$ cat src/design/nopm_ram.sv
// ----------------------------------------------------------------------------
// nopm_ram
// Generic simple dual-port RAM: one write port, one read port, registered read.
// ----------------------------------------------------------------------------
module nopm_ram #(
    parameter int WIDTH = 8,
    parameter int DEPTH = 16
) (
    input  logic                     i_clk,
    input  logic                     i_we,
    input  logic [$clog2(DEPTH)-1:0] i_waddr,
    input  logic [WIDTH-1:0]         i_wdata,
    input  logic                     i_re,
    input  logic [$clog2(DEPTH)-1:0] i_raddr,
    output logic [WIDTH-1:0]         o_rdata
);

    logic [WIDTH-1:0] r_mem [DEPTH];

    // write port
    always_ff @(posedge i_clk) begin
        if (i_we) begin
            r_mem[i_waddr] <= i_wdata;
        end
    end

    // registered read port
    always_ff @(posedge i_clk) begin
        if (i_re) begin
            o_rdata <= r_mem[i_raddr];
        end
    end

endmodule

$ cat config.mk
export PLATFORM = sky130hd
export DESIGN_NAME = nopm_ram
export DESIGN_NICKNAME = d
export VERILOG_FILES = /design/src/design/nopm_ram.sv
export SDC_FILE = /design/constraint.sdc
export NUM_CORES = 1
export LEC_CHECK = 0
export BUFFER_PORTS_ARGS = -buffer_cell sky130_fd_sc_hd__buf_2
export CAP_MARGIN = 15
export CELL_PAD_IN_SITES_DETAIL_PLACEMENT = 0
export CELL_PAD_IN_SITES_GLOBAL_PLACEMENT = 1
export CORE_AREA = 2 2 92 111
export CTS_BUF_LIST = sky130_fd_sc_hd__clkbuf_4
export CTS_CLUSTER_SIZE = 16
export DETAILED_ROUTE_END_ITERATION = 10
export DIE_AREA = 0 0 94 113
export GPL_ROUTABILITY_DRIVEN = 1
export HOLD_SLACK_MARGIN = 0.12
export PLACE_DENSITY = 0.91
export SETUP_SLACK_MARGIN = 0.15
export SYNTH_ARGS = -nofsm -noshare
export SYNTH_HDL_FRONTEND = slang
export SYNTH_SLANG_ARGS = --single-unit
$ cat constraint.sdc
create_clock -name i_clk -period 2.75 [get_ports i_clk]
set_clock_uncertainty 0.1 [all_clocks]
set_input_delay 0.55 -clock i_clk [delete_from_list [all_inputs] [get_ports i_clk]]
set_output_delay 0.55 -clock i_clk [all_outputs]
set_load 0.01 [all_outputs]
# Yosys cells after proc, flatten, opt, wreduce, memory -nomap -nowiden

Memory sizes are Yosys's and may differ from the RTL's. A register that Yosys moved wholly into a read port is not among the register bits.
Cells that the tools add are included.

Muxes and demuxes: 2

Operators with widths:

| operator         | number |
|---|---|
| 1-bit 2-to-1 mux | 2 |

Output and inout bits: 8
Word-level logic and storage cells: 3
Input port bits: 19
RAM bits: 128
Register bits: 0
Memories kept: 1

Memory list:

| name  | words | bits a word | read ports | clocked after Yosys merged registers in | wr ports | RTL line | text |
|---|---|---|---|---|---|---|---|
| r_mem | 16    | 8           | 1          | 1                                       | 1        | 18       | `logic [WIDTH-1:0] r_mem [DEPTH];` |

# Depth between registers and ports, before layout

Gate-level depths: netlist of run 1.

Word-level depth: 2
Depth in mapped cells: 5
Gate-level depth less buffers: 3

# Least setup slack after synthesis of run 1

No wires, ideal clock.

Path type: input port to flip-flop
From: input port i_waddr[2]
To: memory r_mem[0][0], enable pin
Cell stages on the path: 2
Slack: 0.607 ns
Library setup time: 0.383 ns
Arrival time: 1.660 ns
Buffers on the path: 0
Required time: 2.267 ns
Cell sequence: or3b_2 > nor3_1

RTL lines:

| what        | RTL line | text |
|---|---|---|
| from (decl) | 11       | `input logic [$clog2(DEPTH)-1:0] i_waddr,` |
| to (decl)   | 18       |  |

No word-level cell before the write port.

==> out/metrics.yaml, run 1 <==
grt:
  grtUsageTotal: 0.196
  gr-total-overflow: 0
  first_global_vias: 2592
  grt_antenna_before_repair: 1
  grt_max_degree: 28
  grt_pass1_wl_um: 14300
sta:
  finalCritPeriodShare: 0.653
  period_minus_slack_ps: 1800
  slew_headroom: 0.489
  slew_viol_final: 0
  worst_pin_slew_ps: 764
  clock.fmax_ghz: 0.557
  setup_viol: 0
  worst_hold_slack_ps: 294
  finalHoldViolCount: 0
  fin_setup_tns_ps: 0
  rsz0062_at_grt: "no"
drt:
  drtIter0Drc: 241
  vias: 2492
  wl_per_cell_um: 22.4
  drc_errors: 0
  drtAntennaViolNets: 0
  drtPass1Iterations: 5
  wl_um: 9360
  via_per_inst: 5.96
synth:
  syn-cell-area_um2: 5230
  synthCells: 229
  yosys_warnings: 0
  synth.distinct_cells: 18
  synthSimpleGateAreaFrac: 0.0314
  synth-compound-area-share: 0.0230
  synth_top_family_by_area: "multiplexers"
  synth.mux.area_fraction: 0.148
  syn-num-nets: 248
  syn_avg_cell_area_um2: 22.8
  synthAdderAreaFrac: 0
  ys_ff_latch: 136
  ys_seq_area_frac: 0.781
  synth_xor_area_frac: 0
clock_tree:
  insertion_delay_ps: 510
  holdBufCountCts: 0
  cts.reportedPaths.clkPinSlew_ps: 100
  post_cts_buffers: 0
  cts_resized: 0
  root_buffer: "clkbuf_4"
  cts_buffers: 17
  cts_buffer_depth: 2
  htreeDepth: 4
  clock-sinks: 136
  cts_tree: "built"
place:
  hpwl_um: 5970
  place_area_um2: 5590
  gp_congestion: 0.777
  io_buffers: 26
  dp_cells: 386
layout:
  layout_common_cells: "edfxtp_1 (136), buf_2 (26), clkbuf_4 (23)"
  layout.nets: 301
  fin_cells: 418
  layout-drive-gt1-share: 0.299
  area_growth_pct: 10.8
  mostFrequentLayoutCell: "edfxtp_1"
  fin_area_um2: 5790
worst_setup_path:
  cp.arrival_ps: 1950
  max_stage_delay_ps: 590
  critical_path_class: "primary input to flip-flop"
  cpMaxStageDelayCell: "mux4_1"
  start_kind: "primary input"
  path_cells: "buf_2 -> buf_12 -> mux4_1 -> a22oi_1 -> nand2_1"
  crit_path_max_fanout: 27
  end_kind: "flip-flop"
  r2r_cells: 3
  worstPathRequired_ps: 2910
  r2r_end: "o_rdata[0]"
  reg2reg_slack_ps: 1180
  r2r_start: "r_mem[1][0]"
floorplanning:
  design.core.area_um2: 9520
  dieArea_um2: 10600
  die_y_um: 113
  pin_count: 27
  initial_utilization: 0.549
  die-width_um: 94
  num_rows: 39
min_path:
  min_path_type: "primary input to flip-flop"
  worstHoldPathCells: 1
  hold_end: "o_rdata[7]"
  hp-start: "i_re"
pwr:
  ir_drop_mv: 0.278
  total_leakage_power_nw: 1.94
  p_per_area_nw_per_um2: 611
  p_total_mw: 3.54
status:
  status: "completed"
run:
  cap_violations: 0
[power by group]
part	total, mW	switching, mW	internal, mW
combinational	0.208	0.118	0.0901
clock	0.988	0.596	0.392
sequential	2.34	0.0112	2.33
total	3.54	0.726	2.81
[worst max-delay path, delay by kind of cell]
kind / cells / cell delay, ps
and+or+nand+nor: 1 / 110
buffers and inverters: 2 / 470
muxes: 1 / 590
AOI/OAI and AO/OA: 1 / 220
[per-stage QoR]
stage,worst slack [ps],utilization
floorplan,607,-
global placement,445,0.587
detailed placement,419,0.587
CTS,966,0.609
global route,932,0.609
finish,954,0.609
[worst max-delay path by stage]
| stage | start | endpoint | slack [ps] | cells past startpoint |
|---|---|---|---|---|
| 5_1_grt | i_raddr[0] | o_rdata[0] | 930 | 5 |
| 6_report | i_raddr[0] | o_rdata[0] | 950 | 5 |
| 4_1_cts | o_rdata[4] | o_rdata[4] | 970 | 1 |
| 3_3_place_gp | i_raddr[0] | o_rdata[0] | 450 | 5 |
| 2_1_floorplan | i_waddr[2] | r_mem[0][0] | 610 | 2 |
| 3_5_place_dp | i_raddr[0] | o_rdata[0] | 420 | 5 |
[cell type report]
type | count | area, µm²
well taps | 123 | 154
flip-flops and latches | 136 | 4080
fillers | 652 | 3720
repair buffers | 44 | 290
multi-input cells | 83 | 1060
diodes | 1 | 2.50
clock inverters | 8 | 32.5
clock buffers | 23 | 173
[cell usage after synthesis]
| library cell | count | area share |
|---|---|---|
| nor2b_1 | 1 | 0.0012 |
| buf_6 | 3 | 0.0065 |
| nand3b_1 | 2 | 0.0029 |
| mux4_1 | 14 | 0.070 |
| nor2_1 | 13 | 0.0093 |
| nor3_1 | 4 | 0.0038 |
| and2_1 | 1 | 0.0012 |
| nand2b_1 | 2 | 0.0024 |
| and2b_1 | 1 | 0.0014 |
| a22oi_1 | 16 | 0.023 |
| mux4_2 | 18 | 0.078 |
| edfxtp_1 | 136 | 0.78 |
| clkdlybuf4s25_2 | 3 | 0.0057 |
| buf_2 | 3 | 0.0029 |
| nand2_1 | 9 | 0.0065 |
| or3b_2 | 1 | 0.0017 |
| buf_4 | 1 | 0.0014 |
| nand3_1 | 1 | 0.00096 |
[logic make-up after synthesis]
| logic type | count (synthesis) |
|---|---|
| flops | 136 |
| simple gates | 35 |
| mux | 32 |
| compound gates | 16 |
| buf+inv | 10 |
[state kept, by name, indices dropped and copies added, names as in the netlist]
register,count
o_rdata,8
r_mem,128
[per-layer routing]
layer | part of all wire | vias up | global-route usage
met5 | 0 | - | 0
met4 | 0.024 | 0 | 0.0773
met3 | 0.085 | 14 | 0.0619
met2 | 0.52 | 131 | 0.309
met1 | 0.37 | 1256 | 0.259
li1 | - | 1091 | -
No activity file was read; power rests on OpenSTA's default activity.
==> run 2, diff against run 1 <==
- ABC_AREA: default -> 1
- CORE_AREA: 2 2 92 111 -> 2 2 106 129
- DIE_AREA: 0 0 94 113 -> 0 0 108 131
- PLACE_DENSITY: 0.91 -> 0.88
- clock period: 2.75 -> 1.47 ns (I/O delays scaled with it)
==> run 2 against run 1 <==
The flow now finishes with violations (setup timing). Largest power group unchanged. Combinational power grew to 2.7 times the previous value. Cell area is 13% higher. Non-clock buffer count is 15 higher. Highest routed layer unchanged. Global-route usage is 0.27 points higher. Largest cell class unchanged. Critical path type is now flip-flop to output port.
==> out/metrics.yaml, run 2 <==
synth:
  ys_ff_latch: 136  # unchanged
  synth_top_area_share: 0.698  # -0.0828
  synthCells: 551  # +140%
  ys_seq_area_frac: 0.698  # -0.0828
  synthTopCellsByCount: "nand2_1 (173), edfxtp_1 (136), inv_1 (100)"
  synth.mux.area_fraction: 0  # -0.148
  synth_edf_count: 136  # unchanged
  syn-num-nets: 570  # +130%
  synth-compound-area-share: 0  # -0.0230
  synth_most_common_cell: "nand2_1"
  async_flop_share: 0  # unchanged
  synth_top_family_by_area: "simple AND/OR/NAND/NOR gates"
  ys.flop_type: "edfxtp_1"
  synthSimpleGateAreaFrac: 0.208  # +0.176
  synth.area.top_cells: "edfxtp_1 (70%), nand2_1 (11%), nand3_1 (8.3%), inv_1 (6.4%), buf_6 (1.2%)"
  syn-cell-area_um2: 5850  # +12%
  yosys_warnings: 0  # unchanged
  syn_avg_cell_area_um2: 10.6  # -54%
  synthAdderAreaFrac: 0  # unchanged
  synth_xor_area_frac: 0  # unchanged
  synth.distinct_cells: 11  # -7
  synth_top_area_cell: "edfxtp_1"
drt:
  drtIter0Drc: 280  # +16%
  drtAntennaViolNets: 0  # unchanged
  wl_um: 13000  # +39%
  drc_errors: 0  # unchanged
  vias: 3896  # +56%
  via_per_inst: 4.98  # -16%
  drtPass1Iterations: 5  # unchanged
  wl_per_cell_um: 16.6  # -26%
layout:
  nFillCells: 1196  # +83%
  fin_cells: 782  # +87%
  area_growth_pct: 12.0
  layout-drive-gt1-share: 0.130  # -0.169
  mostFrequentLayoutCell: "nand2_1"
  seqCellArea_um2: 4080  # unchanged
  largestRegisters: "r_mem (128), o_rdata (8)"
  largest_register_ffs: 128  # unchanged
  layout_common_cells: "nand2_1 (173), edfxtp_1 (136), inv_1 (100)"
  multi_input_area_um2: 1230  # +17%
  postLayoutCoreUtil: 0.506  # -0.103
  largest-register: "r_mem"
  layout.nets: 624  # +110%
  antenna-diode-count: 0  # -1
sta:
  worst_pin_slew_ps: 616  # -149 ps
  slew_headroom: 0.589  # +0.100
  final_critical_path_setup_slack_ps: -30.4  # -985 ps
  rsz0062_at_grt: "yes"
  fin_setup_tns_ps: -74.1  # -74.1 ps
  finalHoldViolCount: 0  # unchanged
  finalCritPeriodShare: 1.02
  setup_viol: 4  # +4
  clock.fmax_ghz: 0.667
  slew_viol_final: 0  # unchanged
  period_minus_slack_ps: 1500
pwr:
  ir_drop_mv: 0.455  # +64%
  p_total_mw: 6.78  # +91%
  p_per_area_nw_per_um2: 1030  # +69%
  total_leakage_power_nw: 2.83  # +46%
clock_tree:
  cts_tree: "built"
  cts_buffers: 17  # unchanged
  post_cts_buffers: 0  # unchanged
  cts.reportedPaths.clkPinSlew_ps: 110  # about the same
  insertion_delay_ps: 520  # about the same
  htreeDepth: 4  # unchanged
  root_buffer: "clkbuf_4"
  clock-sinks: 136  # unchanged
  cts_buffer_depth: 2  # unchanged
run:
  cap_violations: 0  # unchanged
worst_setup_path:
  max_stage_delay_ps: 430  # -160 ps
  crit_buf_inv: 1  # -1
  cpMaxStageDelayCell: "edfxtp_1"
  cp_top_family: "flip-flops"
  cp.arrival_ps: 1110  # -840 ps
  worstPathRequired_ps: 1080  # -1830 ps
  path_cells: "buf_2"
  crit_path_max_fanout: 1  # -96%
  end_kind: "output port"
  critical_path_class: "flip-flop to output port"
  start_kind: "flip-flop"
floorplanning:
  die-width_um: 108  # +15%
  design.core.area_um2: 12900  # +36%
  die_y_um: 131  # +16%
  initial_utilization: 0.451  # -0.0979
  dieArea_um2: 14100  # +33%
  num_rows: 46  # +18%
  pin_count: 27  # unchanged
place:
  io_buffers: 26  # unchanged
  gp_congestion: 0.812  # +4.4%
  dp_cells: 744  # +93%
  hpwl_um: 8010  # +34%
  pre_cts_ws_ps: -182  # -601 ps
grt:
  grt_max_degree: 65  # +130%
  grt_antenna_before_repair: 0  # -1
  gr-total-overflow: 0  # unchanged
  grt_pass1_wl_um: 20200  # +41%
  grt-busiest-layer: "met2"
  use_met1: 0.252  # -0.00692
  first_global_vias: 3726  # +44%
  met3_usage: 0.0437  # -0.0183
  met2_usage: 0.340  # +0.0314
  grtUsageTotal: 0.199  # +0.00268
min_path:
  min_path_type: "primary input to flip-flop"
status:
  status: "finished with violations"
  failed_checks: "setup timing"
[run 2: cell types whose count changed after synthesis, sizes merged, moves of 4 or more]
cell | previous run | this run
nand2 | 9 | 173
inv | 0 | 102
nand3 | 1 | 97
mux4 | 32 | 0
buf | 7 | 24
a22oi | 16 | 0
nor2 | 13 | 17
nor3 | 4 | 0
[run 2: metal layers]
metal,part of all wire,up-vias
met5,0,-
met4,0.018,0
met3,0.065,17
met2,0.53,147
met1,0.39,1847
li1,-,1885
[run 2: final timing paths]
path | slack (ps) | start | depth (start not counted) | endpoint
setup / recovery | -30 | o_rdata[5] | 1 | o_rdata[5]
hold / removal | 160 | i_raddr[2] | 4 | o_rdata[1]
hold reg to reg | 670 | r_mem[13][2] | 6 | o_rdata[2]
setup reg to reg | 210 | r_mem[7][1] | 6 | o_rdata[1]
[run 2: repair_timing]
action / 4_1_cts / 5_1_grt
hold endpoints to repair: 137 / 0
hold buffers: 10 / 0
gates resized for setup: 0 / 4
gates cloned: 0 / 0
endpoints found under the setup margin: 8 / 11
[run 2: logic make-up (layout without fill, tap and decap cells)]
family                 Yosys count  count (layout)
buffers and inverters          126             189
AND/OR/NAND/NOR                289             289
flip-flops                     136             136
[run 2: area by class of cell]
class | instances | share of cell area
sequential | 136 | 0.623
inverter | 102 | 0.0585
clock inverter | 8 | 0.00554
tap | 168 | 0.0321
multi-input combinational | 289 | 0.188
clock buffer | 20 | 0.0229
timing repair buffer | 59 | 0.0691
[run 2: where the power goes]
group	leakage [nW]	switching, mW	internal, mW
registers	1.24	0.0242	4.36
logic	1.48	0.384	0.185
clock network	0.116	1.17	0.655
total	2.83	1.58	5.20
[run 2: stage by stage]
step | instance area [µm²] | hold slack (ps)
floorplan | 5850 | 293
global placement | 6240 | 562
detailed placement | 6240 | 564
CTS | 6530 | 125
global route | 6550 | 157
finish | 6550 | 156
==> run 3, diff against run 2 <==
- ABC_AREA: 1 -> default
- CORE_AREA: 2 2 106 129 -> 2 2 97 118
- DIE_AREA: 0 0 108 131 -> 0 0 99 120
- PLACE_DENSITY: 0.88 -> 0.86
==> run 3 against run 2 <==
Global-route usage fell by 2.1 points. Largest power group unchanged. Combinational power is 12% lower. Clock power is essentially flat. Cell count decreased by 42%. The run ends with DRC, setup timing left.
==> out/metrics.yaml, run 3 (synthesis gave the netlist of run 1 again) <==
worst_setup_path:
  cp-startpoint: "r_mem[11][4]"
  end_kind: "flip-flop"
  endpoint: "o_rdata[4]"
  start_kind: "flip-flop"
  reg2reg_slack_ps: -120  # -330 ps
  crit_path_max_fanout: 1  # unchanged
  worstPathRequired_ps: 1630  # +550 ps
  r2r_start: "r_mem[11][4]"
  r2r_end: "o_rdata[4]"
  r2r_cells: 3  # -3
  critical_path_class: "flip-flop to flip-flop"
  cp.arrival_ps: 1750  # +640 ps
layout:
  seqCellArea_um2: 4080  # unchanged
  multi_input_area_um2: 1120  # -9.4%
  mostFrequentLayoutCell: "edfxtp_1"
  largest_register_ffs: 128  # unchanged
  layout.nets: 326  # -48%
  layout_common_cells: "edfxtp_1 (136), mux4_2 (31), buf_2 (26)"
  largestRegisters: "r_mem (128), o_rdata (8)"
  largest-register: "r_mem"
  fin_cells: 450  # -42%
  nFillCells: 756  # -37%
  area_growth_pct: 18.8
  layout-drive-gt1-share: 0.426  # +0.296
drt:
  wl_um: 9790  # -25%
  via_per_inst: 5.68  # +14%
  drtAntennaViolNets: 0  # unchanged
  drtIter0Drc: 205  # -27%
  drc_errors: 1  # +1
  vias: 2554  # -34%
  wl_per_cell_um: 21.8  # +31%
  drtPass1Iterations: 9  # +4
pwr:
  total_leakage_power_nw: 2.05  # -28%
  p_per_area_nw_per_um2: 1070  # +3.8%
  ir_drop_mv: 0.432  # -5.2%
sta:
  rsz0062_at_grt: "yes"
  slew_headroom: 0.393  # -0.196
  worst_hold_slack_ps: 270  # +113 ps
  final_critical_path_setup_slack_ps: -117  # -86.9 ps
  setup_viol: 9  # +5
  finalCritPeriodShare: 1.08  # +0.0591
  fin_setup_tns_ps: -448  # -374 ps
  finalHoldViolCount: 0  # unchanged
  worst_pin_slew_ps: 908  # +293 ps
  clock.fmax_ghz: 0.630  # -5.5%
  slew_viol_final: 0  # unchanged
  period_minus_slack_ps: 1590  # +86.9 ps
floorplanning:
  die-width_um: 99  # -8.3%
  design.core.area_um2: 10800  # -17%
  die_y_um: 120  # -8.4%
  initial_utilization: 0.485  # +0.0338
  num_rows: 42  # -8.7%
  dieArea_um2: 11900  # -16%
  pin_count: 27  # unchanged
place:
  gp_congestion: 0.762  # -6.1%
  io_buffers: 26  # unchanged
  pre_cts_ws_ps: -571  # -390 ps
  dp_cells: 411  # -45%
  hpwl_um: 6320  # -21%
status:
  status: "finished with violations"
  failed_checks: "DRC, setup timing"
clock_tree:
  clock-sinks: 136  # unchanged
  cts_buffer_depth: 2  # unchanged
  insertion_delay_ps: 510  # about the same
  htreeDepth: 4  # unchanged
  cts_tree: "built"
  root_buffer: "clkbuf_4"
  cts.reportedPaths.clkPinSlew_ps: 100  # about the same
  cts_buffers: 17  # unchanged
grt:
  grt_pass1_wl_um: 14800  # -27%
  grt_max_degree: 27  # -58%
  first_global_vias: 2609  # -30%
  gr-total-overflow: 0  # unchanged
  grt_antenna_before_repair: 1  # +1
  grtUsageTotal: 0.178  # -0.0213
min_path:
  worstHoldPathCells: 4  # unchanged
  min_path_type: "primary input to flip-flop"
run:
  cap_violations: 0  # unchanged
## run 3: cell types whose count changed in the layout (fill, tap and decap cells not counted), sizes merged, moves of 2 or more
| cell | change |
|---|---|
| a22oi | +16 |
| nor3 | +4 |
| nand3 | -96 |
| nand2 | -164 |
| nor2 | -4 |
| inv | -102 |
| buf | +11 |
| nand2b | +2 |
| mux4 | +32 |
## run 3: worst min-delay path by stage
stage | endpoint | from | slack [ps]
after detailed placement | o_rdata[5] | i_re | 580
final | r_mem[0][6] | i_waddr[2] | 270
after CTS | r_mem[0][5] | i_waddr[2] | 230
after floorplan | r_mem[0][0] | i_wdata[0] | 290
after global routing | r_mem[0][6] | i_waddr[2] | 230
after global placement | o_rdata[4] | i_re | 580
## run 3: worst max-delay path, stage by stage (launching register included)
cell and delay, ps:
edfxtp_1 390, mux4_2 500, a22oi_2 220, nand2_1 120
## run 3: area by class of cell
class,count,share of cell area
clock buffers,21,0.0254
well taps,132,0.0266
clock inverters,8,0.00564
multi-input cells,83,0.180
flip-flops and latches,136,0.657
diodes,1,0.000403
repair buffers,69,0.105
## run 3: metal layers
layer	up-vias	track usage	wire (µm)
met3	10	0.0513	725
met5	-	0	0
met1	1296	0.216	3630
met2	115	0.302	5280
met4	0	0.0651	159
li1	1133	-	-
## run 3: metrics by stage
step	instance area [µm²]	utilization	power, mW
floorplan	5300	-	4.73
global placement	5900	0.548	4.93
detailed placement	5900	0.548	4.95
CTS	6200	0.576	6.74
global route	6210	0.577	6.92
finish	6210	0.577	6.67
## run 3: repair_timing
item / CTS / global route
hold buffers: 9 / 0
hold endpoints to repair: 136 / 0
gates cloned: 0 / 0
resized for setup: 4 / 1
pin swaps: 2 / 2
setup endpoints to repair: 16 / 16
buffers inserted: 0 / 0
## run 3: where the power goes
group,switching [mW],internal [mW]
clock,1.11,0.681
combinational,0.262,0.237
sequential,0.0238,4.36
