$ cat config.mk
export PLATFORM = sky130hd
export DESIGN_NAME = nopm_ctrl
export DESIGN_NICKNAME = d
export VERILOG_FILES = /design/src/design/nopm_pkg.sv /design/src/design/nopm_ctrl.sv
export SDC_FILE = /design/constraint.sdc
export NUM_CORES = 1
export LEC_CHECK = 0
export CORE_ASPECT_RATIO = 1.2
export CORE_MARGIN = 3
export CORE_UTILIZATION = 53
export DETAILED_ROUTE_END_ITERATION = 10
export DONT_BUFFER_PORTS = 1
export PLACE_DENSITY = 0.72
export SETUP_SLACK_MARGIN = 0.1
export SLEW_MARGIN = 40
export SYNTH_ARGS = -nofsm -noshare
export SYNTH_HDL_FRONTEND = slang
export SYNTH_SLANG_ARGS = --single-unit
$ cat constraint.sdc
create_clock -name i_clk -period 4.7 [get_ports i_clk]
set_input_delay 0.47 -clock i_clk [delete_from_list [all_inputs] [get_ports i_clk]]
set_output_delay 0.47 -clock i_clk [all_outputs]
set_load 0.01 [all_outputs]
$ cat src/design/nopm_pkg.sv
// ----------------------------------------------------------------------------
// nopm_pkg
// Shared types and codes for the note-on / note-off pair matcher.
// ----------------------------------------------------------------------------
package nopm_pkg;

    localparam int PITCH_W  = 7;
    localparam int VEL_W    = 7;
    localparam int CHAN_W   = 4;
    localparam int PORT_W   = 8;
    localparam int DATE_W   = 32;
    localparam int KIND_W   = 2;
    localparam int STATUS_W = 3;
    localparam int SLOT_W   = 8;

    // event kinds
    localparam logic [KIND_W-1:0] KIND_ON  = 2'd0;
    localparam logic [KIND_W-1:0] KIND_OFF = 2'd1;

    // result status codes
    typedef logic [STATUS_W-1:0] t_status;
    localparam t_status ST_STORED    = 3'd0;
    localparam t_status ST_FULL      = 3'd1;
    localparam t_status ST_MATCHED   = 3'd2;
    localparam t_status ST_UNMATCHED = 3'd3;
    localparam t_status ST_PASSED    = 3'd4;

    // one pending note-on as held in the table
    typedef struct packed {
        logic              valid;
        logic [PITCH_W-1:0] pitch;
        logic [CHAN_W-1:0]  chan;
        logic [PORT_W-1:0]  port;
        logic [DATE_W-1:0]  date;
    } t_entry;

    localparam int ENTRY_W = $bits(t_entry);

    // one result item
    typedef struct packed {
        t_status           status;
        logic [SLOT_W-1:0] slot;
        logic [DATE_W-1:0] start_time;
        logic [DATE_W-1:0] duration;
    } t_result;

endpackage

$ cat src/design/nopm_ctrl.sv
// ----------------------------------------------------------------------------
// nopm_ctrl
// Sequencer: clears the table, probes it one slot a cycle, writes back the
// claimed or freed slot and keeps the free-slot count.
// ----------------------------------------------------------------------------
module nopm_ctrl #(
    parameter int TABLE_DEPTH = 256
) (
    input  logic                           i_clk,
    input  logic                           i_rst_n,
    // input items
    input  logic                           i_in_valid,
    output logic                           o_in_ready,
    input  logic [nopm_pkg::KIND_W-1:0]    i_kind,
    input  logic [nopm_pkg::PITCH_W-1:0]   i_pitch,
    input  logic [nopm_pkg::VEL_W-1:0]     i_velocity,
    input  logic [nopm_pkg::CHAN_W-1:0]    i_channel,
    input  logic [nopm_pkg::PORT_W-1:0]    i_port,
    input  logic [nopm_pkg::DATE_W-1:0]    i_date,
    // table memory
    output logic                           o_we,
    output logic [$clog2(TABLE_DEPTH)-1:0] o_waddr,
    output logic [nopm_pkg::ENTRY_W-1:0]   o_wdata,
    output logic                           o_re,
    output logic [$clog2(TABLE_DEPTH)-1:0] o_raddr,
    input  logic [nopm_pkg::ENTRY_W-1:0]   i_rdata,
    // result towards the output register
    output logic                           o_res_valid,
    input  logic                           i_res_ready,
    output nopm_pkg::t_result              o_res
);

    localparam int AW = $clog2(TABLE_DEPTH);
    localparam int CW = $clog2(TABLE_DEPTH + 1);

    typedef enum logic [2:0] {S_CLEAR, S_IDLE, S_PROBE, S_WRITE, S_DONE} t_state;
    typedef enum logic [1:0] {OP_STORE, OP_SEARCH, OP_PASS} t_op;

    t_state                     r_state;
    t_op                        r_op;
    logic [AW-1:0]              r_addr;
    logic [AW-1:0]              r_chk_addr;
    logic [AW-1:0]              r_slot;
    logic [CW-1:0]              r_issued;
    logic [CW-1:0]              r_free;
    logic                       r_pend;
    logic [nopm_pkg::PITCH_W-1:0] r_pitch;
    logic [nopm_pkg::CHAN_W-1:0]  r_chan;
    logic [nopm_pkg::PORT_W-1:0]  r_port;
    logic [nopm_pkg::DATE_W-1:0]  r_date;
    logic [nopm_pkg::DATE_W-1:0]  r_start;
    logic [nopm_pkg::DATE_W-1:0]  r_dur;
    nopm_pkg::t_status          r_status;

    nopm_pkg::t_entry rd_entry;
    nopm_pkg::t_entry wr_entry;
    logic             issue;
    logic             hit;
    logic [AW-1:0]    home;
    t_op              in_op;

    // home slot of the incoming event
    assign home = AW'({i_pitch, i_channel});

    // decode what the incoming item asks for
    always_comb begin
        unique case (i_kind)
            nopm_pkg::KIND_ON:  in_op = (i_velocity != '0) ? OP_STORE : OP_SEARCH;
            nopm_pkg::KIND_OFF: in_op = OP_SEARCH;
            default:            in_op = OP_PASS;
        endcase
    end

    // probe: one read issued per cycle, its data checked in the cycle after
    assign issue    = (r_state == S_PROBE) && (r_issued != CW'(TABLE_DEPTH));
    assign rd_entry = nopm_pkg::t_entry'(i_rdata);

    always_comb begin
        if (r_op == OP_STORE) begin
            hit = r_pend && !rd_entry.valid;
        end else begin
            hit = r_pend && rd_entry.valid && (rd_entry.pitch == r_pitch) &&
                  (rd_entry.chan == r_chan) && (rd_entry.port == r_port);
        end
    end

    // write-back data: a new entry on store, an invalid one on free or clear
    always_comb begin
        wr_entry = '0;
        if (r_state == S_WRITE && r_op == OP_STORE) begin
            wr_entry.valid = 1'b1;
            wr_entry.pitch = r_pitch;
            wr_entry.chan  = r_chan;
            wr_entry.port  = r_port;
            wr_entry.date  = r_date;
        end
    end

    assign o_we    = (r_state == S_CLEAR) || (r_state == S_WRITE);
    assign o_waddr = (r_state == S_CLEAR) ? r_addr : r_slot;
    assign o_wdata = wr_entry;
    assign o_re    = issue;
    assign o_raddr = r_addr;

    assign o_in_ready  = (r_state == S_IDLE);
    assign o_res_valid = (r_state == S_DONE);

    always_comb begin
        o_res.status     = r_status;
        o_res.slot       = nopm_pkg::SLOT_W'(r_slot);
        o_res.start_time = r_start;
        o_res.duration   = r_dur;
    end

    // sequencer with its state and registered results
    always_ff @(posedge i_clk) begin
        if (!i_rst_n) begin
            r_state  <= S_CLEAR;
            r_addr   <= '0;
            r_free   <= CW'(TABLE_DEPTH);
            r_pend   <= 1'b0;
            r_issued <= '0;
        end else begin
            unique case (r_state)
                S_CLEAR: begin
                    r_addr <= r_addr + 1'b1;
                    if (r_addr == AW'(TABLE_DEPTH - 1)) begin
                        r_state <= S_IDLE;
                    end
                end
                S_IDLE: begin
                    if (i_in_valid) begin
                        r_op     <= in_op;
                        r_pitch  <= i_pitch;
                        r_chan   <= i_channel;
                        r_port   <= i_port;
                        r_date   <= i_date;
                        r_addr   <= home;
                        r_issued <= '0;
                        r_pend   <= 1'b0;
                        r_slot   <= '0;
                        r_start  <= '0;
                        r_dur    <= '0;
                        if (in_op == OP_PASS) begin
                            r_status <= nopm_pkg::ST_PASSED;
                            r_state  <= S_DONE;
                        end else if (in_op == OP_STORE && r_free == '0) begin
                            r_status <= nopm_pkg::ST_FULL;
                            r_state  <= S_DONE;
                        end else begin
                            r_state <= S_PROBE;
                        end
                    end
                end
                S_PROBE: begin
                    if (issue) begin
                        r_addr     <= r_addr - 1'b1;
                        r_issued   <= r_issued + 1'b1;
                        r_chk_addr <= r_addr;
                    end
                    // a hit ends the probe, so no check is left pending
                    r_pend <= issue && !hit;
                    if (hit) begin
                        r_slot  <= r_chk_addr;
                        r_state <= S_WRITE;
                        if (r_op == OP_SEARCH) begin
                            r_start <= rd_entry.date;
                        end
                    end else if (!issue && !r_pend) begin
                        r_status <= (r_op == OP_STORE) ? nopm_pkg::ST_FULL
                                                       : nopm_pkg::ST_UNMATCHED;
                        r_state  <= S_DONE;
                    end
                end
                S_WRITE: begin
                    if (r_op == OP_STORE) begin
                        r_free   <= r_free - 1'b1;
                        r_status <= nopm_pkg::ST_STORED;
                    end else begin
                        if (r_free != CW'(TABLE_DEPTH)) begin
                            r_free <= r_free + 1'b1;
                        end
                        r_status <= nopm_pkg::ST_MATCHED;
                        r_dur    <= r_date - r_start;
                    end
                    r_state <= S_DONE;
                end
                S_DONE: begin
                    if (i_res_ready) begin
                        r_state <= S_IDLE;
                    end
                end
                default: r_state <= S_IDLE;
            endcase
        end
    end

`ifndef NO_ASSERTIONS
    // free count stays within the table
    a_free_range: assert property (@(posedge i_clk) disable iff (!i_rst_n)
        r_free <= CW'(TABLE_DEPTH))
        else $error("free slot count above table depth");

    // a store takes exactly one slot
    a_store_count: assert property (@(posedge i_clk) disable iff (!i_rst_n)
        (r_state == S_WRITE && r_op == OP_STORE) |=> (r_free == $past(r_free) - 1'b1))
        else $error("store did not take one free slot");

    // no probe read while the table is being written
    a_no_overlap: assert property (@(posedge i_clk) disable iff (!i_rst_n)
        !(o_re && o_we))
        else $error("probe read during table write");

    // a store is only attempted with a free slot left
    a_store_free: assert property (@(posedge i_clk) disable iff (!i_rst_n)
        (r_state == S_WRITE && r_op == OP_STORE) |-> (r_free != '0))
        else $error("store into a full table");
`endif

endmodule

-- After elaboration in Yosys (flattened, before gate mapping)
Cells that the tools add are included.
- flip-flop bits (word level): 166
- memories: 0
- output and inout port bits: 147
- bits of input ports: 116
- memory bits (read-only): 0
- bits in latches: 0
- memory bits (writable): 0
- word-level logic and storage cells: 122
- reduce and logical (&&, ||, !) cells: 37
- muxes and demuxes: 40
- $mul: 0
- add/subtract/negate cells: 6
- equal/unequal tests: 24
- shift-type cells: 0
- div/mod/pow operators: 0
- order comparisons: 0
- bitwise operators: 0
- operators with widths (operator ; count):
    32-bit 2-to-1 mux ; 4
    32-bit one-hot mux with 2 select lines ; 2
    52-bit 2-to-1 mux ; 1
    8-bit 2-to-1 mux ; 5
    3-bit 2-to-1 mux ; 12
    9-bit 2-to-1 mux ; 4
    32-bit subtractor ; 1
    8-bit one-hot mux with 3 select lines ; 1
    9-bit by 1-bit adder with 9-bit output (second input constant) ; 2
    9-bit != test (second input constant) ; 2
    9-bit one-hot mux with 2 select lines ; 1
    8-bit one-hot mux with 2 select lines ; 1
    3-bit one-hot mux with 5 select lines ; 1
    3-bit AND reduction ; 4
    4-bit AND reduction ; 3
    1-bit logical AND ; 10
    2-bit != test (second input constant) ; 5
    9-bit logical NOT ; 1
    3-bit one-hot mux with 3 select lines ; 1
    9-bit by 1-bit subtractor with 9-bit output (second input constant) ; 1
    8-bit by 1-bit adder with 8-bit output (second input constant) ; 1
    8-bit == test ; 1
    8-bit == test (second input constant) ; 1
    2-bit by 1-bit != test with 1-bit output (second input constant) ; 4
    other kinds (24) ; 38

-- Longest topological paths before layout
Gate-level depths: netlist of the first run.
- depth in word-level cells: 9
- mapped depth: 13
- mapped depth without buffers: 11

-- Least setup slack after synthesis of the first run
No wires, ideal clock.
- kind: register to register
- from: register r_state[2]
- to: register r_start[0] (netlist bit) (enable)
- clock period less this slack: 4.292 ns
- path buffers: 2
- data arrival time: 3.818 ns
- setup slack: 0.408 ns
- required time: 4.226 ns
- setup time: 0.474 ns
- cell stages (with the launch flop): 8
- path through: dfxtp_1 > buf_2 > and2b_1 > nand2_1 > buf_2 > inv_1 > nand3b_1 > a221oi_1
- longest elaborated chain between the ends: 3
- elaborated cells between the ends (all ways): 7
- classes of those cells: eq/ne (5); reduce/logical (2)
- RTL lines (element ; RTL line ; source):
    start: declaration ; nopm_ctrl.sv:39 ; t_state r_state;
    start signal: assignment ; nopm_ctrl.sv:118 ; r_state <= S_CLEAR;
    start signal: assignment ; nopm_ctrl.sv:128 ; r_state <= S_IDLE;
    start signal: assignment ; nopm_ctrl.sv:146 ; r_state <= S_DONE;
    3-bit by 2-bit == test with 1-bit output or 3-bit by 1-bit == test with 1-bit output (tied branches) ; nopm_ctrl.sv:124 ; unique case (r_state)
    2-bit by 1-bit != test with 1-bit output (no line) (tied with other cells) ; -- ;
    5-bit AND reduction (no line) (*) ; -- ;
    end signal: assignment ; nopm_ctrl.sv:167 ; r_start <= rd_entry.date;
    end: declaration ; nopm_ctrl.sv:51 ; logic [nopm_pkg::DATE_W-1:0] r_start;
Mark *: on every way between the ends. The rest lies on a longest branch, timed or not.
A chain may end at the register's enable or synchronous reset.

-- Worst setup path after layout of the first run
- from: register r_state[0]
- to: register r_addr[7], in the netlist o_raddr[7]
- longest elaborated chain between the ends: 4
- elaborated cells between the ends (all ways): 9
- classes of those cells: eq/ne (4); mux (1); reduce/logical (4)
- RTL lines (element ; RTL line ; source):
    3-bit by 2-bit == test with 1-bit output ; nopm_ctrl.sv:75, nopm_ctrl.sv:124 ;
    1-bit logical AND ; nopm_ctrl.sv:75 ; assign issue = (r_state == S_PROBE) && (r_issued != CW'(TABLE_DEPTH));
    2-bit != test (no line) ; -- ;
    3-bit AND reduction (no line) ; -- ;
    end signal: assignment ; nopm_ctrl.sv:126 ; r_addr <= r_addr + 1'b1;
    end signal: assignment ; nopm_ctrl.sv:138 ; r_addr <= home;
    end signal: assignment ; nopm_ctrl.sv:157 ; r_addr <= r_addr - 1'b1;
    end: declaration ; nopm_ctrl.sv:41 ; logic [AW-1:0] r_addr;
Parallel ways exist; a longest one is shown, timed or not.

==> run_summary.xml, run 1 <==
<?xml version="1.0" encoding="UTF-8"?>
<metrics>
  <group name="status">
    <metric name="run_status" unit="">complete, no violations</metric>
  </group>
  <group name="critical_path">
    <metric name="timing.critical_path.arrival" unit="ns">3.70</metric>
    <metric name="end_kind" unit="">flip-flop</metric>
    <metric name="timing.critical_path.required" unit="ns">5.03</metric>
    <metric name="critical_path_peak_fanout" unit="">45</metric>
    <metric name="timing.critical_path.slowest_stage_cell" unit="">sky130_fd_sc_hd__dfxtp_1</metric>
    <metric name="cpPeakStageDelay" unit="ns">0.58</metric>
    <metric name="cp_cell_sequence" unit="">inv_4 -&gt; nand2_1 -&gt; inv_1 -&gt; ha_1 -&gt; a21o_1 -&gt; a211oi_1 -&gt; o21bai_1 -&gt; a21o_1 -&gt; a21o_1 -&gt; a21boi_1 -&gt; o31a_1</metric>
    <metric name="critical_path.most_common_cell" unit="">sky130_fd_sc_hd__a21o_1</metric>
    <metric name="setup.worst_path.class" unit="">reg -&gt; reg</metric>
    <metric name="crit_path_start_kind" unit="">flip-flop</metric>
  </group>
  <group name="clock_tree">
    <metric name="cts_tree" unit="">done</metric>
    <metric name="cts_buffer_depth" unit="">2</metric>
    <metric name="cts_root_buf" unit="">sky130_fd_sc_hd__clkbuf_16</metric>
    <metric name="cts.hold.buffers_added" unit="">0</metric>
    <metric name="cts_num_sinks" unit="">166</metric>
    <metric name="cts.repair_timing.setup_buffer_count" unit="">0</metric>
    <metric name="clkLatencyLatePin" unit="ns">0.44</metric>
    <metric name="cts-buffers-inserted" unit="">17</metric>
    <metric name="clkSlewWorstSetupHoldPaths" unit="ns">0.07</metric>
    <metric name="cts.htree.levels" unit="">4</metric>
    <metric name="ctsResizeCount" unit="">0</metric>
  </group>
  <group name="place">
    <metric name="dp.final_hpwl" unit="microns">19200</metric>
    <metric name="buffer_ports.inserted" unit="">0</metric>
    <metric name="gp_routability_congestion" unit="">0.956</metric>
    <metric name="placedInstanceArea" unit="sq um">9660</metric>
    <metric name="dp.cells" unit="">1085</metric>
  </group>
  <group name="timing">
    <metric name="setup-tns-final" unit="ns">0</metric>
    <metric name="fmaxAchievable" unit="MHz">297</metric>
    <metric name="fin_crit_sh" unit="%">71.6</metric>
    <metric name="final-hold-violation-count" unit="">0</metric>
    <metric name="rsz0062_at_grt" unit="">no</metric>
    <metric name="setup_viol_count_final" unit="">0</metric>
    <metric name="timing.hold.ws" unit="ns">0.107</metric>
    <metric name="maxSlewViolCount" unit="">0</metric>
    <metric name="max_slew.worst_pin.slew" unit="ns">0.757</metric>
    <metric name="slew-limit-headroom" unit="%">49.5</metric>
    <metric name="min_period" unit="ns">3.37</metric>
    <metric name="clock-skew-final" unit="ns">0.0171</metric>
  </group>
  <group name="yosys">
    <metric name="synth_seq_cells" unit="">166</metric>
    <metric name="synthesis.yosys.warnings" unit="">0</metric>
    <metric name="dominantRegCellSynth" unit="">sky130_fd_sc_hd__edfxtp_1</metric>
    <metric name="synth_cells" unit="">901</metric>
    <metric name="post_synth.cell_area_avg" unit="sq um">10.5</metric>
    <metric name="syn-cell-area" unit="sq um">9430</metric>
    <metric name="yosysUniqueCellTypes" unit="">76</metric>
    <metric name="post_synth_mux_area_share" unit="%">1.82</metric>
    <metric name="synth_fp_nets" unit="">1066</metric>
    <metric name="ys_seq_area_share" unit="%">49.7</metric>
    <metric name="yosys.area_share.adder" unit="%">6.74</metric>
    <metric name="synthesized_area_fraction_occupied_by_ao_oa_aoi_and_oai_cells" unit="%">13.3</metric>
    <metric name="synthArstFlopShare" unit="%">0</metric>
    <metric name="synth-edff-count" unit="">136</metric>
    <metric name="synth-simple-area-share" unit="%">19.8</metric>
    <metric name="yosys.area_share.xor_xnor" unit="%">4.27</metric>
    <metric name="synth_top_family_by_area" unit="">simple AND/OR/NAND/NOR gates</metric>
  </group>
  <group name="finish">
    <metric name="layout_common_cells" unit="">sky130_fd_sc_hd__edfxtp_1 (136), sky130_fd_sc_hd__and3_1 (95), sky130_fd_sc_hd__nor2_1 (60)</metric>
    <metric name="final_design_area_no_fill" unit="sq um">10300</metric>
    <metric name="num-nets-final" unit="">1054</metric>
    <metric name="stdcell_count" unit="">1120</metric>
    <metric name="layout.cells.most_common" unit="">sky130_fd_sc_hd__edfxtp_1</metric>
    <metric name="drive_gt1_share" unit="%">8.31</metric>
    <metric name="area_growth_syn_to_layout" unit="%">9.08</metric>
  </group>
  <group name="power">
    <metric name="powerDensity" unit="nW/um^2">329</metric>
    <metric name="worst_ir_drop_vdd" unit="uV">265</metric>
    <metric name="power.leakage" unit="nW">4.16</metric>
    <metric name="p_total" unit="mW">3.38</metric>
  </group>
  <group name="route">
    <metric name="detail_route.vias_per_cell" unit="">6.27</metric>
    <metric name="wl_per_cell" unit="microns">22.5</metric>
    <metric name="drt_iter0_markers" unit="">703</metric>
    <metric name="route.antenna.remaining_nets" unit="">0</metric>
    <metric name="postRouteWirelength" unit="microns">25200</metric>
    <metric name="firstDrtPassIters" unit="">6</metric>
    <metric name="overall_via_count_from_detail_route" unit="">7022</metric>
    <metric name="drcViolationCount" unit="">0</metric>
  </group>
  <group name="global_route">
    <metric name="number_of_antenna_violations_at_the_first_check_in_global_routing" unit="">6</metric>
    <metric name="pin_count_of_the_biggest_net_entering_global_routing" unit="">46</metric>
    <metric name="grt_pass1_vias" unit="">6615</metric>
    <metric name="grt-ovfl-total" unit="">0</metric>
    <metric name="grt_pass1_wl" unit="microns">38500</metric>
    <metric name="gr-usage-all-layers" unit="%">25.5</metric>
  </group>
  <group name="floorplanning">
    <metric name="initial_utilization" unit="%">54.9</metric>
    <metric name="fp.dieArea" unit="sq um">19400</metric>
    <metric name="ios" unit="">263</metric>
    <metric name="placeableCoreArea" unit="sq um">17200</metric>
    <metric name="chipHeight" unit="microns">152</metric>
    <metric name="die_w" unit="microns">128</metric>
    <metric name="num_rows" unit="">52</metric>
  </group>
  <group name="flow_run">
    <metric name="drv_cap" unit="">0</metric>
  </group>
  <group name="min_path">
    <metric name="min-delay-path-class" unit="">in -&gt; reg</metric>
  </group>
</metrics>
area by class of cell:
| cell class | count | area, sq um |
|---|---|---|
| fillers | 1479 | 6890 |
| flip-flops and latches | 166 | 4680 |
| multi-input cells | 635 | 4390 |
| clock buffers | 19 | 443 |
| well taps | 216 | 270 |
| inverters | 57 | 221 |
| clock inverters | 13 | 148 |
| repair buffers | 12 | 125 |
| diodes | 2 | 5.00 |
cell usage after synthesis, drive strengths merged (9+ instances only):
cell    count  area share, %
a211oi      9           0.77
a21o       19            1.5
a21oi      50            2.7
a31oi       9           0.60
and2       10           0.66
and3       95            6.3
buf        14           0.90
clkbuf     29            1.2
dfxtp      30            6.4
edfxtp    136             43
ha         46            6.1
inv        56            2.3
mux2        9            1.1
nand2      44            1.8
nand2b      9           0.60
nand3      16           0.85
nand4      21            1.5
nor2       62            2.5
nor2b      15            1.0
nor3       33            1.8
nor4       10           0.82
o21a       15            1.2
o21ai      36            2.0
xnor2      33            3.1
xor2       13            1.2
final timing paths:
path                            startpoint    endpoint  slack [ns]  cells past startpoint
worst max-delay path            r_state[0]  o_raddr[7]        1.33                     11
worst min-delay path               i_rst_n   r_free[8]        0.11                      1
worst max register to register  r_state[0]  o_raddr[7]        1.33                     11
worst min register to register   r_free[5]   r_free[5]        0.49                      2
worst max-delay path: cells and delay by family (launching register included):
family | cells | cell delay (ns)
AND/OR/NAND/NOR | 1 | 0.41
AO/OA/AOI/OAI | 7 | 1.33
flip-flops | 1 | 0.58
buffers and inverters | 2 | 0.59
adder cells (fa/ha/maj) | 1 | 0.36
stage by stage:
stage / setup WS, ns / util [%]
floorplan: 0.408 / -
global placement: 1.49 / 56.0
detailed placement: 1.36 / 56.3
finish: 1.33 / 59.9
global route: 1.04 / 59.9
CTS: 1.36 / 59.7
cells by family (layout without fill, tap and decap cells):
group | count (synthesis) | in the layout
AOI/OAI and AO/OA | 186 | 186
xor gates and xnor gates | 46 | 46
adders and majority gates | 49 | 49
buffers and inverters | 100 | 101
DFF | 166 | 166
muxes | 16 | 16
other | 0 | 2
and+or+nand+nor | 338 | 338
flip-flops by register name (all words and copies together) (netlist names), 7 cells and up:
signal and flops:
r_dur 32, r_free 9, r_slot 8, r_port 8
r_pitch 7, r_issued 9, r_start 32, r_date 32
o_raddr 8, r_chk_addr 8
power by group:
group	switching [mW]	leakage, nW	internal [mW]
Clock	0.593	0.278	0.802
Sequential	0.0616	1.48	1.63
Combinational	0.182	2.40	0.113
layer usage:
layer	vias up	track usage (%)	share of wire, %
met5	-	0	0.15
met4	6	7.79	2.1
met3	49	6.74	6.4
met2	260	44.0	52
met1	3379	31.0	39
li1	3328	-	-
Power figures use the tool's default switching activity.
==> run 2: changes to the inputs <==
clock period = 3.45 ns   (was 4.7 ns; I/O delays follow)
==> run 2 against run 1 <==
Core utilization increased by 3.2 points. Clock power is 36% higher. Via count increased by 4.8%. Register-to-register slack lost 0.72 ns. Clock-buffer cell count shrank 2. Global-route usage increased by 0.83 points. Flip-flop and latch count unchanged. Clock skew decreased by 0.0063 ns.
==> run_summary.xml, run 2 (synthesis gave the netlist of run 1 again) <==
<?xml version="1.0" encoding="UTF-8"?>
<metrics>
  <group name="critical_path">
    <metric name="critical_path.most_common_cell" unit="">sky130_fd_sc_hd__nand3_1</metric>
    <metric name="cp_cell_sequence" unit="">inv_1 -&gt; ha_1 -&gt; nand4_2 -&gt; nor4_1 -&gt; o211ai_1 -&gt; nand3_1 -&gt; o31ai_4 -&gt; or4_1 -&gt; nand3_1</metric>
    <metric name="critical_path_peak_fanout" unit="">8</metric>
    <metric name="timing.critical_path.arrival" unit="ns">3.14</metric>
    <metric name="crit_path_start_kind" unit="">flip-flop</metric>
    <metric name="setup.worst_path.class" unit="">reg -&gt; reg</metric>
    <metric name="end_kind" unit="">flip-flop</metric>
    <metric name="timing.critical_path.required" unit="ns">3.75</metric>
    <metric name="cpPeakStageDelay" unit="ns">0.46</metric>
    <metric name="timing.critical_path.slowest_stage_cell" unit="">sky130_fd_sc_hd__edfxtp_1</metric>
    <metric name="rr_worst_depth" unit="">9</metric>
  </group>
  <group name="global_route">
    <metric name="grt_pass1_vias" unit="">7176</metric>
    <metric name="pin_count_of_the_biggest_net_entering_global_routing" unit="">45</metric>
    <metric name="number_of_antenna_violations_at_the_first_check_in_global_routing" unit="">6</metric>
    <metric name="grt-ovfl-total" unit="">0</metric>
    <metric name="gr-usage-all-layers" unit="%">26.3</metric>
    <metric name="grt_pass1_wl" unit="microns">40000</metric>
  </group>
  <group name="clock_tree">
    <metric name="cts_tree" unit="">done</metric>
    <metric name="clkSlewWorstSetupHoldPaths" unit="ns">0.07</metric>
    <metric name="cts_num_sinks" unit="">166</metric>
    <metric name="cts_buffer_depth" unit="">2</metric>
    <metric name="cts.repair_timing.setup_buffer_count" unit="">0</metric>
    <metric name="cts-buffers-inserted" unit="">17</metric>
    <metric name="clkLatencyLatePin" unit="ns">0.43</metric>
    <metric name="cts_root_buf" unit="">sky130_fd_sc_hd__clkbuf_16</metric>
    <metric name="cts.htree.levels" unit="">4</metric>
  </group>
  <group name="status">
    <metric name="run_status" unit="">complete, no violations</metric>
  </group>
  <group name="finish">
    <metric name="num-nets-final" unit="">1114</metric>
    <metric name="final_design_area_no_fill" unit="sq um">10800</metric>
    <metric name="area_growth_syn_to_layout" unit="%">14.9</metric>
    <metric name="drive_gt1_share" unit="%">8.63</metric>
    <metric name="largestRegisters" unit="">r_date (32), r_dur (32), r_start (32)</metric>
    <metric name="layout.cells.most_common" unit="">sky130_fd_sc_hd__edfxtp_1</metric>
    <metric name="fin_util" unit="%">63.1</metric>
    <metric name="fillerInstances" unit="">1400</metric>
    <metric name="layout_common_cells" unit="">sky130_fd_sc_hd__edfxtp_1 (136), sky130_fd_sc_hd__and3_1 (95), sky130_fd_sc_hd__nor2_1 (60)</metric>
  </group>
  <group name="place">
    <metric name="buffer_ports.inserted" unit="">0</metric>
    <metric name="placedInstanceArea" unit="sq um">9710</metric>
    <metric name="gp_routability_congestion" unit="">0.935</metric>
    <metric name="dp.final_hpwl" unit="microns">19100</metric>
  </group>
  <group name="timing">
    <metric name="min_period" unit="ns">2.84</metric>
    <metric name="fin_crit_sh" unit="%">82.4</metric>
    <metric name="fmaxAchievable" unit="MHz">352</metric>
    <metric name="clock-skew-final" unit="ns">0.0108</metric>
    <metric name="timing.hold.ws" unit="ns">0.0293</metric>
    <metric name="rsz0062_at_grt" unit="">no</metric>
    <metric name="setup_viol_count_final" unit="">0</metric>
    <metric name="maxSlewViolCount" unit="">0</metric>
    <metric name="final-hold-violation-count" unit="">0</metric>
    <metric name="setup-tns-final" unit="ns">0</metric>
    <metric name="max_slew.worst_pin.slew" unit="ns">0.753</metric>
    <metric name="slew-limit-headroom" unit="%">49.5</metric>
  </group>
  <group name="power">
    <metric name="p_total" unit="mW">4.66</metric>
    <metric name="power.leakage" unit="nW">4.41</metric>
    <metric name="internal_portion_of_total_power" unit="mW">3.44</metric>
    <metric name="power_frac_comb" unit="%">9.9</metric>
    <metric name="power_frac_clock" unit="%">40.7</metric>
    <metric name="switchingPower" unit="mW">1.22</metric>
    <metric name="power.share.switching" unit="%">26.1</metric>
    <metric name="share_seq_of_total_power" unit="%">49.3</metric>
    <metric name="worst_ir_drop_vdd" unit="uV">337</metric>
    <metric name="powerDensity" unit="nW/um^2">430</metric>
  </group>
  <group name="route">
    <metric name="drt_iter0_markers" unit="">676</metric>
    <metric name="postRouteWirelength" unit="microns">26100</metric>
    <metric name="firstDrtPassIters" unit="">5</metric>
    <metric name="wl_per_cell" unit="microns">22.1</metric>
    <metric name="overall_via_count_from_detail_route" unit="">7361</metric>
    <metric name="detail_route.vias_per_cell" unit="">6.24</metric>
    <metric name="route.antenna.remaining_nets" unit="">0</metric>
    <metric name="drcViolationCount" unit="">0</metric>
  </group>
  <group name="floorplanning">
    <metric name="ios" unit="">263</metric>
    <metric name="die_w" unit="microns">128</metric>
    <metric name="fp.dieArea" unit="sq um">19400</metric>
    <metric name="chipHeight" unit="microns">152</metric>
    <metric name="placeableCoreArea" unit="sq um">17200</metric>
    <metric name="initial_utilization" unit="%">54.9</metric>
    <metric name="num_rows" unit="">52</metric>
  </group>
  <group name="min_path">
    <metric name="min_delay_path_depth" unit="">1</metric>
    <metric name="min-delay-path-class" unit="">in -&gt; reg</metric>
  </group>
  <group name="flow_run">
    <metric name="drv_cap" unit="">0</metric>
  </group>
</metrics>
## run 2: cell types whose count changed in the layout (fill, tap and decap cells not counted), sizes merged
cell	change
buf	+7
clkinvlp	-2
bufinv	-1
clkinv	+1
inv	+4
clkbuf	-2
dlygate4sd3	+53
## run 2: power by group through the flow
stage | sequential (mW) | combinational, mW | clock, mW
after global placement | 2.34 | 0.403 | 0
after CTS | 2.30 | 0.459 | 1.93
after global routing | 2.30 | 0.511 | 1.99
after floorplan | 2.31 | 0.330 | 0
final | 2.30 | 0.463 | 1.90
after detailed placement | 2.34 | 0.406 | 0
## run 2: stage by stage
| stage | setup slack [ns] | std cells |
|---|---|---|
| floorplan | 0.182 | 901 |
| global placement | 0.693 | 1093 |
| detailed placement | 0.640 | 1093 |
| CTS | 0.625 | 1178 |
| global route | 0.467 | 1179 |
| finish | 0.609 | 1180 |
## run 2: cell type report
class                      count  area (sq um)  share of cell area, %
multi-input combinational    635          4380                   40.4
inverter                      57           221                   2.04
tap                          216           270                   2.49
sequential                   166          4680                   43.2
clock inverter                15           165                   1.52
timing repair buffer          72           686                   6.33
antenna                        2          5.00                 0.0462
clock buffer                  17           425                   3.93
## run 2: worst max-delay path, delay by kind of cell (launching register included)
kind                       cells  cell delay, ns
adders and majority gates      1            0.43
DFF                            1            0.46
buffers and inverters          1            0.09
AOI/OAI and AO/OA              2            0.31
and+or+nand+nor                5            1.41
## run 2: repair_timing
action | 4_1_cts | 5_1_grt
endpoints found under the hold margin | 53 | 0
gates resized for setup | 0 | 0
hold buffers | 53 | 0
## run 2: path summary, 6_finish.rpt
kind / startpoint / to / slack, ns
worst min register to register: r_pend / r_pend / 0.49
worst min-delay path: i_rst_n / o_raddr[7] / 0.03
worst max register to register: r_start[12] / r_dur[30] / 0.61
worst max-delay path: r_start[12] / r_dur[30] / 0.61
## run 2: layer usage
layer / vias up / track usage (%) / routed length [microns]
li1: 3442 / - / -
met1: 3553 / 31.7 / 10000
met2: 301 / 45.7 / 13500
met3: 59 / 6.74 / 1850
met4: 6 / 8.65 / 666
met5: - / 0 / 35
==> run 3: changes to the inputs <==
PLACE_DENSITY = 0.75   (was 0.72)
clock period = 2.4 ns   (was 3.45 ns; I/O delays follow)
==> run 3 against run 2 <==
The flow now finishes with violations (negative setup slack). Clock skew decreased by 0.00063 ns. Routed wire length grew 18%. Clock-buffer cell count did not move. Cell area increased by 16%. Global-route usage grew 3.4 points. Critical path depth fell by 1. Sequential power grew 42%. Clock power grew 47%.
==> run_summary.xml, run 3 (synthesis gave the netlist of run 1 again) <==
<?xml version="1.0" encoding="UTF-8"?>
<metrics>
  <group name="route">
    <metric name="drcViolationCount" unit="">0</metric>
    <metric name="drt_iter0_markers" unit="">964</metric>
    <metric name="postRouteWirelength" unit="microns">30800</metric>
    <metric name="route.antenna.remaining_nets" unit="">0</metric>
    <metric name="wl_per_cell" unit="microns">23.6</metric>
    <metric name="detail_route.vias_per_cell" unit="">6.37</metric>
    <metric name="firstDrtPassIters" unit="">5</metric>
    <metric name="overall_via_count_from_detail_route" unit="">8315</metric>
  </group>
  <group name="global_route">
    <metric name="pin_count_of_the_biggest_net_entering_global_routing" unit="">55</metric>
    <metric name="grt_pass1_wl" unit="microns">45400</metric>
    <metric name="grt-ovfl-total" unit="">0</metric>
    <metric name="gr-usage-all-layers" unit="%">29.7</metric>
    <metric name="number_of_antenna_violations_at_the_first_check_in_global_routing" unit="">5</metric>
    <metric name="grt_pass1_vias" unit="">8104</metric>
  </group>
  <group name="timing">
    <metric name="clock-skew-final" unit="ns">0.0101</metric>
    <metric name="fin_crit_sh" unit="%">105</metric>
    <metric name="setup_viol_count_final" unit="">8</metric>
    <metric name="final-hold-violation-count" unit="">0</metric>
    <metric name="max_slew.worst_pin.slew" unit="ns">0.605</metric>
    <metric name="setup-tns-final" unit="ns">-0.483</metric>
    <metric name="rsz0062_at_grt" unit="">yes</metric>
    <metric name="maxSlewViolCount" unit="">0</metric>
    <metric name="slew-limit-headroom" unit="%">59.6</metric>
    <metric name="min_period" unit="ns">2.52</metric>
    <metric name="layout_setup_ws" unit="ns">-0.122</metric>
    <metric name="fmaxAchievable" unit="MHz">397</metric>
  </group>
  <group name="finish">
    <metric name="area_growth_syn_to_layout" unit="%">33.5</metric>
    <metric name="fillerInstances" unit="">1135</metric>
    <metric name="num-nets-final" unit="">1237</metric>
    <metric name="stdcell_count" unit="">1305</metric>
    <metric name="final_design_area_no_fill" unit="sq um">12600</metric>
    <metric name="drive_gt1_share" unit="%">28.8</metric>
    <metric name="layout.cells.most_common" unit="">sky130_fd_sc_hd__edfxtp_1</metric>
    <metric name="layout_common_cells" unit="">sky130_fd_sc_hd__edfxtp_1 (136), sky130_fd_sc_hd__buf_4 (127), sky130_fd_sc_hd__and3_1 (95)</metric>
    <metric name="largestRegisters" unit="">r_date (32), r_dur (32), r_start (32)</metric>
  </group>
  <group name="clock_tree">
    <metric name="cts.htree.levels" unit="">4</metric>
    <metric name="clkSlewWorstSetupHoldPaths" unit="ns">0.07</metric>
    <metric name="cts_root_buf" unit="">sky130_fd_sc_hd__clkbuf_16</metric>
    <metric name="cts-buffers-inserted" unit="">17</metric>
    <metric name="cts_tree" unit="">done</metric>
    <metric name="cts_num_sinks" unit="">166</metric>
    <metric name="cts_buffer_depth" unit="">2</metric>
    <metric name="clkLatencyLatePin" unit="ns">0.43</metric>
  </group>
  <group name="power">
    <metric name="p_total" unit="mW">7.00</metric>
    <metric name="worst_ir_drop_vdd" unit="uV">472</metric>
    <metric name="powerDensity" unit="nW/um^2">556</metric>
    <metric name="power.leakage" unit="nW">5.08</metric>
  </group>
  <group name="critical_path">
    <metric name="timing.critical_path.arrival" unit="ns">2.82</metric>
    <metric name="end_kind" unit="">flip-flop</metric>
    <metric name="timing.critical_path.required" unit="ns">2.70</metric>
    <metric name="timing.critical_path.slowest_stage_cell" unit="">sky130_fd_sc_hd__edfxtp_1</metric>
    <metric name="critical_path_peak_fanout" unit="">5</metric>
    <metric name="crit_family" unit="">simple AND/OR/NAND/NOR gates</metric>
    <metric name="crit_path_start_kind" unit="">flip-flop</metric>
    <metric name="regToRegSetupSlack" unit="ns">-0.12</metric>
    <metric name="cpPeakStageDelay" unit="ns">0.41</metric>
    <metric name="setup.worst_path.class" unit="">reg -&gt; reg</metric>
    <metric name="cp_num_buf_inv" unit="">0</metric>
    <metric name="cp_cell_sequence" unit="">ha_1 -&gt; nand4_2 -&gt; nor4_4 -&gt; o211ai_1 -&gt; nand3_2 -&gt; o31ai_4 -&gt; or4_1 -&gt; nand3_1</metric>
  </group>
  <group name="status">
    <metric name="run_status" unit="">complete, but fails checks</metric>
    <metric name="violations" unit="">negative setup slack</metric>
  </group>
  <group name="place">
    <metric name="dp.final_hpwl" unit="microns">20700</metric>
    <metric name="gp_routability_congestion" unit="">1.00</metric>
    <metric name="dp.cells" unit="">1179</metric>
    <metric name="buffer_ports.inserted" unit="">0</metric>
    <metric name="placedInstanceArea" unit="sq um">10500</metric>
  </group>
  <group name="floorplanning">
    <metric name="ios" unit="">263</metric>
    <metric name="placeableCoreArea" unit="sq um">17200</metric>
    <metric name="fp.dieArea" unit="sq um">19400</metric>
    <metric name="initial_utilization" unit="%">54.9</metric>
    <metric name="num_rows" unit="">52</metric>
    <metric name="chipHeight" unit="microns">152</metric>
    <metric name="die_w" unit="microns">128</metric>
  </group>
  <group name="min_path">
    <metric name="min-delay-path-class" unit="">in -&gt; reg</metric>
  </group>
  <group name="flow_run">
    <metric name="drv_cap" unit="">0</metric>
  </group>
</metrics>
==> run 3: cell count changes in the layout (fill, tap and decap cells not counted), sizes merged <==
cell      previous run  this run
bufinv               1         2
clkinvlp             1         4
diode                2         4
clkbuf              17        18
buf                 19       140
a221oi               5         6
inv                 63        61
clkinv               7         5
==> run 3: what timing repair did <==
action	4_1_cts	5_1_grt
hold buffers	53	0
setup buffers	19	16
cloned	0	2
endpoints found under the hold margin	67	0
gates resized for setup	55	66
setup endpoints to repair	39	53
pin swaps	44	45
==> run 3: metal layers <==
metal	vias up	wire length (microns)	track usage, %
met2	470	15700	51.6
met3	106	2350	6.07
met1	4046	11400	36.3
met4	2	1300	10.8
li1	3691	-	-
met5	-	13	0
==> run 3: where the power goes <==
group | internal (mW) | total, mW | switching [mW]
Combinational | 0.419 | 0.939 | 0.520
Clock | 1.56 | 2.79 | 1.23
Sequential | 3.19 | 3.27 | 0.0778
Total | 5.17 | 7.00 | 1.83
==> run 3: final cells by class <==
cell class	count	area, sq um	area share, %
multi-input cells	636	5040	40.1
flip-flops and latches	166	4690	37.3
repair buffers	194	1730	13.8
clock buffers	17	425	3.38
well taps	216	270	2.15
inverters	57	240	1.91
clock inverters	15	169	1.34
diodes	4	10.0	0.0795
==> run 3: worst paths after layout <==
check / depth (start not counted) / startpoint / endpoint
max: 8 / r_date[11] / r_dur[30]
min: 2 / i_channel[3] / o_raddr[3]
max reg2reg: 8 / r_date[11] / r_dur[30]
min reg2reg: 2 / r_pend / r_pend
==> run 3: worst reg2reg max path, delay by kind of cell, from the launching register on <==
| family | cells | cell delay [ns] |
|---|---|---|
| and+or+nand+nor | 5 | 1.27 |
| adders and majority gates | 1 | 0.37 |
| DFF | 1 | 0.41 |
| AOI/OAI and AO/OA | 2 | 0.34 |
==> run 3: stage by stage <==
step	hold WS [ns]	util (%)	setup WS [ns]
5_1_grt	0.0211	73.3	-0.218
6_report	0.0215	73.3	-0.122
3_3_place_gp	0.307	61.4	-0.137
2_1_floorplan	0.339	-	-0.187
3_5_place_dp	0.313	61.4	-0.183
4_1_cts	0.00656	70.3	-0.0256
